<file path="src/design/llff_pkg.sv">
package llff_pkg;

  localparam int FLOW_W = 32;
  localparam int RAND_W = 31;
  localparam int CELL_W = 5;
  localparam int SUM_W  = 7;
  localparam int CNT_W  = 32;
  localparam int LANES  = 3;

  // murmur3 x86_32 constants for a single 4-byte block
  localparam logic [31:0] MUR_C1 = 32'hcc9e2d51;
  localparam logic [31:0] MUR_C2 = 32'h1b873593;
  localparam logic [31:0] MUR_N  = 32'he6546b64;
  localparam logic [31:0] MUR_F1 = 32'h85ebca6b;
  localparam logic [31:0] MUR_F2 = 32'hc2b2ae35;
  localparam logic [31:0] MUR_LEN = 32'd4;

  // hash lane step schedule
  localparam logic [5:0] STEP_MOD0 = 6'd5;
  localparam logic [5:0] STEP_LAST = 6'd7;

  typedef logic [CELL_W-1:0] cell_t;

endpackage

</file>
<file path="src/design/llff_hash_lane.sv">
// One murmur3 hash of a 4-byte key, then a remainder by NUM_CELLS through a
// reciprocal multiply and one corrective subtract.
module llff_hash_lane #(
  parameter int NUM_CELLS = 65536
) (
  input  logic                           clk,
  input  logic                           rst_n,
  input  logic                           start,
  input  logic [31:0]                    key,
  input  logic [31:0]                    seed,
  output logic                           done,
  output logic [$clog2(NUM_CELLS)-1:0]   idx
);
  import llff_pkg::*;

  localparam int IDX_W = $clog2(NUM_CELLS);
  localparam logic [IDX_W:0] MODULUS = (IDX_W+1)'(NUM_CELLS);
  localparam logic [31:0] MOD32 = 32'(NUM_CELLS);
  // floor(2^32 / NUM_CELLS); the estimated quotient is low by at most one
  localparam logic [31:0] RECIP = 32'(64'h1_0000_0000 / 64'(NUM_CELLS));

  logic             busy_r, busy_nxt;
  logic             done_r, done_nxt;
  logic [5:0]       step_r, step_nxt;
  logic [31:0]      h_r, h_nxt;
  logic [31:0]      q_r, q_nxt;
  logic [IDX_W-1:0] rem_r, rem_nxt;

  logic [31:0] mix;
  logic [31:0] fold;
  logic [63:0] prod;

  always_comb begin
    mix   = seed ^ h_r;
    mix   = {mix[18:0], mix[31:19]};
    mix   = (mix << 2) + mix + MUR_N;
    mix   = mix ^ MUR_LEN;
    mix   = mix ^ (mix >> 16);
    fold  = h_r ^ (h_r >> 13);
    prod  = 64'(h_r) * 64'(RECIP);

    busy_nxt = busy_r;
    done_nxt = 1'b0;
    step_nxt = step_r;
    h_nxt    = h_r;
    q_nxt    = q_r;
    rem_nxt  = rem_r;
    if (!busy_r) begin
      if (start) begin
        busy_nxt = 1'b1;
        step_nxt = '0;
        h_nxt    = 32'(key * MUR_C1);
      end
    end else begin
      step_nxt = step_r + 6'd1;
      case (step_r)
        6'd0: h_nxt = 32'({h_r[16:0], h_r[31:17]} * MUR_C2);
        6'd1: h_nxt = mix;
        6'd2: h_nxt = 32'(h_r * MUR_F1);
        6'd3: h_nxt = 32'(fold * MUR_F2);
        6'd4: h_nxt = h_r ^ (h_r >> 16);
        STEP_MOD0: q_nxt = prod[63:32];
        // partial remainder, below twice the modulus
        6'd6: h_nxt = h_r - 32'(q_r * MOD32);
        STEP_LAST: begin
          if (h_r >= MOD32) begin
            rem_nxt = IDX_W'(h_r - MOD32);
          end else begin
            rem_nxt = IDX_W'(h_r);
          end
          busy_nxt = 1'b0;
          done_nxt = 1'b1;
        end
        default: busy_nxt = 1'b0;
      endcase
    end
  end

  always_ff @(posedge clk) begin
    if (!rst_n) begin
      busy_r <= 1'b0;
      done_r <= 1'b0;
      step_r <= '0;
    end else begin
      busy_r <= busy_nxt;
      done_r <= done_nxt;
      step_r <= step_nxt;
    end
    h_r   <= h_nxt;
    q_r   <= q_nxt;
    rem_r <= rem_nxt;
  end

  assign done = done_r;
  assign idx  = rem_r;

  // the first remainder step must follow the last mixing step
  a_mod_order: assert property (@(posedge clk) disable iff (!rst_n)
    (busy_r && step_r == STEP_MOD0) |-> $past(step_r) == STEP_MOD0 - 6'd1)
    else $error("remainder started out of order");
  a_rem_range: assert property (@(posedge clk) disable iff (!rst_n)
    done_r |-> ({1'b0, rem_r} < MODULUS))
    else $error("cell index not below modulus");
  a_done_pulse: assert property (@(posedge clk) disable iff (!rst_n)
    done_r |=> !done_r)
    else $error("done held");

endmodule

</file>
<file path="config.mk">
export PLATFORM = sky130hd
export DESIGN_NAME = llff_hash_lane
export DESIGN_NICKNAME = d
export VERILOG_FILES = /design/src/design/llff_pkg.sv /design/src/design/llff_hash_lane.sv
export SDC_FILE = /design/constraint.sdc
export NUM_CORES = 2
export LEC_CHECK = 0
export ABC_AREA = 0
export BUFFER_PORTS_ARGS = -buffer_cell sky130_fd_sc_hd__buf_4
export CAP_MARGIN = 20
export CORE_MARGIN = 5
export CORE_UTILIZATION = 60
export CTS_BUF_LIST = sky130_fd_sc_hd__clkbuf_8
export CTS_CLUSTER_DIAMETER = 120
export DETAILED_ROUTE_END_ITERATION = 12
export GPL_TIMING_DRIVEN = 0
export PLACE_DENSITY = 0.89
export SLEW_MARGIN = 5
export SYNTH_ARGS = -nofsm -noshare
export SYNTH_HDL_FRONTEND = slang
export SYNTH_SLANG_ARGS = --single-unit
</file>
<file path="constraint.sdc">
create_clock -name clk -period 8.6 [get_ports clk]
set_input_delay 1.72 -clock clk [delete_from_list [all_inputs] [get_ports clk]]
set_output_delay 1.72 -clock clk [all_outputs]
set_load 0.05 [all_outputs]
</file>
# Yosys cells after proc, flatten, opt, wreduce, memory -nomap -nowiden

Index checks and enable logic that the tools add are counted.

Output and inout bits: 17
Logic and storage cells: 46
Register bits: 72

Bitwise logic cells: 5
$lt $le $gt $ge: 1
Eq/ne operators: 8
Muxes and demuxes: 10
$add $sub $neg: 5
Reduce and logical (&&, ||, !) cells: 7
$mul: 4

Operators with widths:

| cell                                                                 | number |
|---|---|
| case mux 32 bit (6 select lines)                                     | 1 |
| multiplier 32 x 31 -> 32 bit (second input constant)                 | 2 |
| 2-to-1 mux 32 bit                                                    | 2 |
| bitwise XOR 32 x 16 -> 32 bit                                        | 2 |
| adder 32 bit                                                         | 1 |
| adder 32 bit (second input constant)                                 | 1 |
| greater-or-equal comparator 32 x 17 -> 1 bit (second input constant) | 1 |
| multiplier 32 x 29 -> 32 bit (second input constant)                 | 1 |
| multiplier 32 x 32 -> 32 bit (second input constant)                 | 1 |
| subtractor 32 bit                                                    | 1 |
| bitwise XOR 32 x 19 -> 32 bit                                        | 1 |
| bitwise XOR 32 bit                                                   | 1 |
| equality test 6 x 3 -> 1 bit (second input constant)                 | 4 |
| 2-to-1 mux 16 bit                                                    | 1 |
| subtractor 16 x 1 -> 16 bit (second input constant)                  | 1 |
| equality test 6 x 2 -> 1 bit (second input constant)                 | 2 |
| 2-to-1 mux 6 bit                                                     | 2 |
| AND reduction 2 bit                                                  | 4 |
| != test 7 x 1 -> 1 bit (second input constant)                       | 1 |
| OR reduction 7 bit                                                   | 1 |
| adder 6 x 1 -> 6 bit (second input constant)                         | 1 |
| equality test 6 x 1 -> 1 bit (second input constant)                 | 1 |
| zero test 6 bit                                                      | 1 |
| 2-to-1 mux 1 bit                                                     | 4 |
| other kinds (2)                                                      | 2 |

# Depth between registers and ports, before layout

Depth after elaboration: 7
Depth in mapped cells: 30
Gate-level depth less buffers: 29

# Worst setup path after synthesis

OpenSTA, ideal clock, no wires.

Path kind: reg2reg
Start point: register h_r[22]
End point: register h_r[27] (data pin)
Stages on the path, launching flop included: 27
Arrival time: 7211 ps
Path slack: 1116 ps
Period minus slack after synthesis: 7484 ps
Path through: edfxtp_1 buf_2 xnor2_1 inv_1 ha_1 ha_1 a21oi_1 fa_1 fa_1 inv_1 fa_1 fa_1 fa_1 inv_1 fa_1 inv_1 ha_1 nand2_1 nor2_1 nand3_1 nand4_1 a221oi_4 o32ai_2 mux2_1 o22ai_1 a2111oi_0 a22oi_1

Word-level cells in the longest chain between the ends: 6
Elaborated cells between the ends (all ways): 11
Classes of those cells: 3 x add/sub; 3 x mul; 2 x mux; 3 x bitwise

Ends and longest elaborated chain:

| what                               | RTL line             | text |
|---|---|---|
| from (decl)                        | llff_hash_lane.sv:25 | `logic [31:0] h_r, h_nxt;` |
| from (signal assigned)             | llff_hash_lane.sv:89 | `h_r <= h_nxt;` |
| bitwise XOR 32 bit                 | llff_hash_lane.sv:34 | `mix = seed ^ h_r;` |
| adder 32 bit (2 in a row)          | llff_hash_lane.sv:36 | `mix = (mix << 2) + mix + MUR_N;` |
| bitwise XOR 32 x 16 -> 32 bit      | llff_hash_lane.sv:38 | `mix = mix ^ (mix >> 16);` |
| case mux 32 bit (6 select lines) * | llff_hash_lane.sv:56 | `case (step_r)` |
| 2-to-1 mux 32 bit *                | llff_hash_lane.sv:48 | `if (!busy_r) begin` |
| net h_nxt[27]                      | llff_hash_lane.sv:25 |  |

Mark *: on every way through the listed nets, which the timed path passes. The rest lies on a longest branch.
A chain may end at the register's enable or synchronous reset.

# Worst setup path in the final report

Start point: register h_r[25]
End point: register h_r[27] (data pin)

Same word-level chain as after synthesis.

==> out/results.txt <==
Post-Synth XOR/XNOR Area: 7.617%
CTS Buf Count: 9
Endpoints failing setup: 0
Tightest Pin Transition: 1296 ps
Max-slew violations: 0
Worst reg2reg setup slack: 230 ps
Worst Path Required: 8710 ps
CP delay by family, top: adder cells
Largest net degree at the start of global routing: 18
Crit path top cell by count: inv_1
Worst slew margin: 13.60%
WP data arrival: 8480 ps
Worst path bufs/invs: 8
Final antenna-violating net count: 0
Hold buffer count at cts: 0
Routed vias/inst: 5.974
Initial Utilization: 60.59%
Largest family of logic cells by synthesized area: adder cells
Type of the most critical hold path: reg -> reg
CTS tree: done
Adder-Cell Fraction of Synth Area: 61.50%
Post-Syn Area per Cell: 9.716 um2
CP Launch Type: flop
Syn_nets: 5576
Crit path largest cell delay: 830 ps
Clk slew on worst S/H paths: 100 ps
Number of synthesized flops with an enable pin: 64
CP max stage cell: edfxtp_1
Most frequent cells in the layout: 1231 x inv_1, 771 x ha_1, 718 x fa_1
Synth Instances: 4020
Run status: finished clean
Share of cells above drive strength 1: 4.698%
Synth top area cells: fa_1 37%, ha_1 25%, inv_1 12%
Wire length per cell: 25.24 um
Post-synth cell types: 96
Mux cell area share after synthesis: 0.08329%
Final hold violations: 0
DR vias: 29910
Overall Global Routing Usage: 36.11%
H-tree levels: 3
Compound-gate portion of the synthesized area: 8.825%
Clk_skew: 23.34 ps
Sequential share of the synthesized area: 5.330%
Layout Cells excl Fill: 5007
Clock latency on the worst-skew pair: 390 ps
Clock sink count: 72
DRT iter0 DRCs: 2912
Io pins: 84
Dpl hpwl: 109.4 mm
Die Wd: 265.1 um
IO buf count: 83
Initial antenna violation count: 9
Die H: 265.1 um
Synthesized-area fraction occupied by and/or/nand/nor cells: 4.321%
FMAX: 0.1194 GHz
RSZ-0062 raised after global routing: false
Final Cycle Share: 97.35%
Initial DRT Pass Iterations: 6
Gr ovfl total: 0
Area Growth Syn to Fin: 6.451%
Row count: 93
Area leader, netlist: fa_1
Main synth FF type: edfxtp_1
Final Critical Period: 8372 ps
Post-Syn Area: 39060 um2
CTS max path bufs: 2
Critical Path End Type: flop
Most common cell after layout, fill and taps aside: inv_1
DRC: 0
Async set-reset flop share out of synthesis: 0%
Final net count: 5702
Routed WL: 126.4 mm
Top cell type's share of synthesized area: 36.80%
YS warnings: 0
Layout fillers: 4996
Max cap viols: 0
Number of global-route vias before repair: 32951
Root buf cell: clkbuf_8
Placed Cells: 4969
Worst hold slack: 600.3 ps
Synthesized flop and latch total: 72
GP Congestion: 1.079
Max FO, Critical Path: 11
WS Path Type: reg -> reg
Global-route wire length before repair: 192.2 mm
Die Area: 70300 um2
Core area: 64460 um2
-- repair_timing --
item / 4_1_cts / 5_1_grt
buffers inserted: 5 / 14
endpoints found under the setup margin: 11 / 8
pin swaps: 0 / 0
resized for setup: 12 / 11
-- flip-flops by register name (all words and copies together) (netlist names) --
signal  count
busy_r      1
step_r      6
idx        16
h_r        32
q_r        16
done        1
-- layout make-up --
type	instances	area, um2	area share (%)
diodes	1	2.502	0.006018
clock inverters	7	72.57	0.1745
inverters	1232	4624	11.12
plain buffers	46	198.9	0.4785
multi-input cells	2670	32300	77.69
flip-flops and latches	72	2082	5.007
repair buffers	115	1104	2.654
clock buffers	9	123.9	0.2979
well taps	855	1070	2.573
-- logic make-up (layout without fill, tap and decap cells) --
group | count (synthesis) | after routing
multiplexers | 3 | 3
adder cells (fa/ha/maj) | 1489 | 1489
flip-flops | 72 | 72
buffers and inverters | 1278 | 1409
AND/OR/NAND/NOR | 345 | 345
AO/OA/AOI/OAI | 499 | 499
other | 0 | 1
XOR/XNOR | 334 | 334
-- final timing paths --
| kind | from | endpoint | depth (start not counted) |
|---|---|---|---|
| setup / recovery | h_r[25] | h_r[27] | 28 |
| hold / removal | step_r[5] | step_r[5] | 2 |
| hold reg to reg | step_r[5] | step_r[5] | 2 |
| setup reg to reg | h_r[25] | h_r[27] | 28 |
-- synthesized netlist by cell type, types with 5 or more instances --
master and count:
xnor2_1 230, fa_1 718, and2_1 14, o21a_1 33
ha_1 771, xor2_1 99, o21ai_1 21, o22ai_1 13
nand2b_1 17, a32oi_1 5, o32a_1 5, inv_1 1230
dfxtp_1 8, a211o_1 7, nand3_1 20, o21ai_0 68
o211ai_1 16, and3_1 14, nand2_1 87, nand4_1 11
edfxtp_1 64, nor2b_1 19, o21bai_1 14, o2111ai_1 8
clkbuf_1 32, o221ai_1 16, a31oi_1 21, a21oi_1 120
a211oi_1 16, buf_2 11, or3_1 7, a21o_1 47
nor3_1 30, nor2_1 100, a221oi_1 12, a22oi_1 10
-- stage by stage --
step	utilization (%)	cell area (um2)	worst slack, ps	TNS, ps
2_1_floorplan	-	39060	1116	0
3_3_place_gp	63.22	40750	-766.5	-4813
3_5_place_dp	63.63	41020	-524.9	-2409
4_1_cts	64.08	41310	2.388	0
5_1_grt	64.50	41580	56.48	0
6_report	64.50	41580	227.9	0
-- per-layer routing --
layer  track usage (%)  share of wire [%]  vias up
li1                  -                  -    12843
met1             44.15                 35    14663
met2             56.44                 44     1750
met3             9.694                 11      640
met4             24.13                9.2       14
met5                 0              0.066        -
-- tightest hold or removal path, stage by stage, from the launching register on --
cell	delay, ps
dfxtp_1	350
xor2_1	150
nor3b_1	60
Power is not shown: default switching activity piles up to over one toggle a cycle in this logic, so the estimate is an artifact.
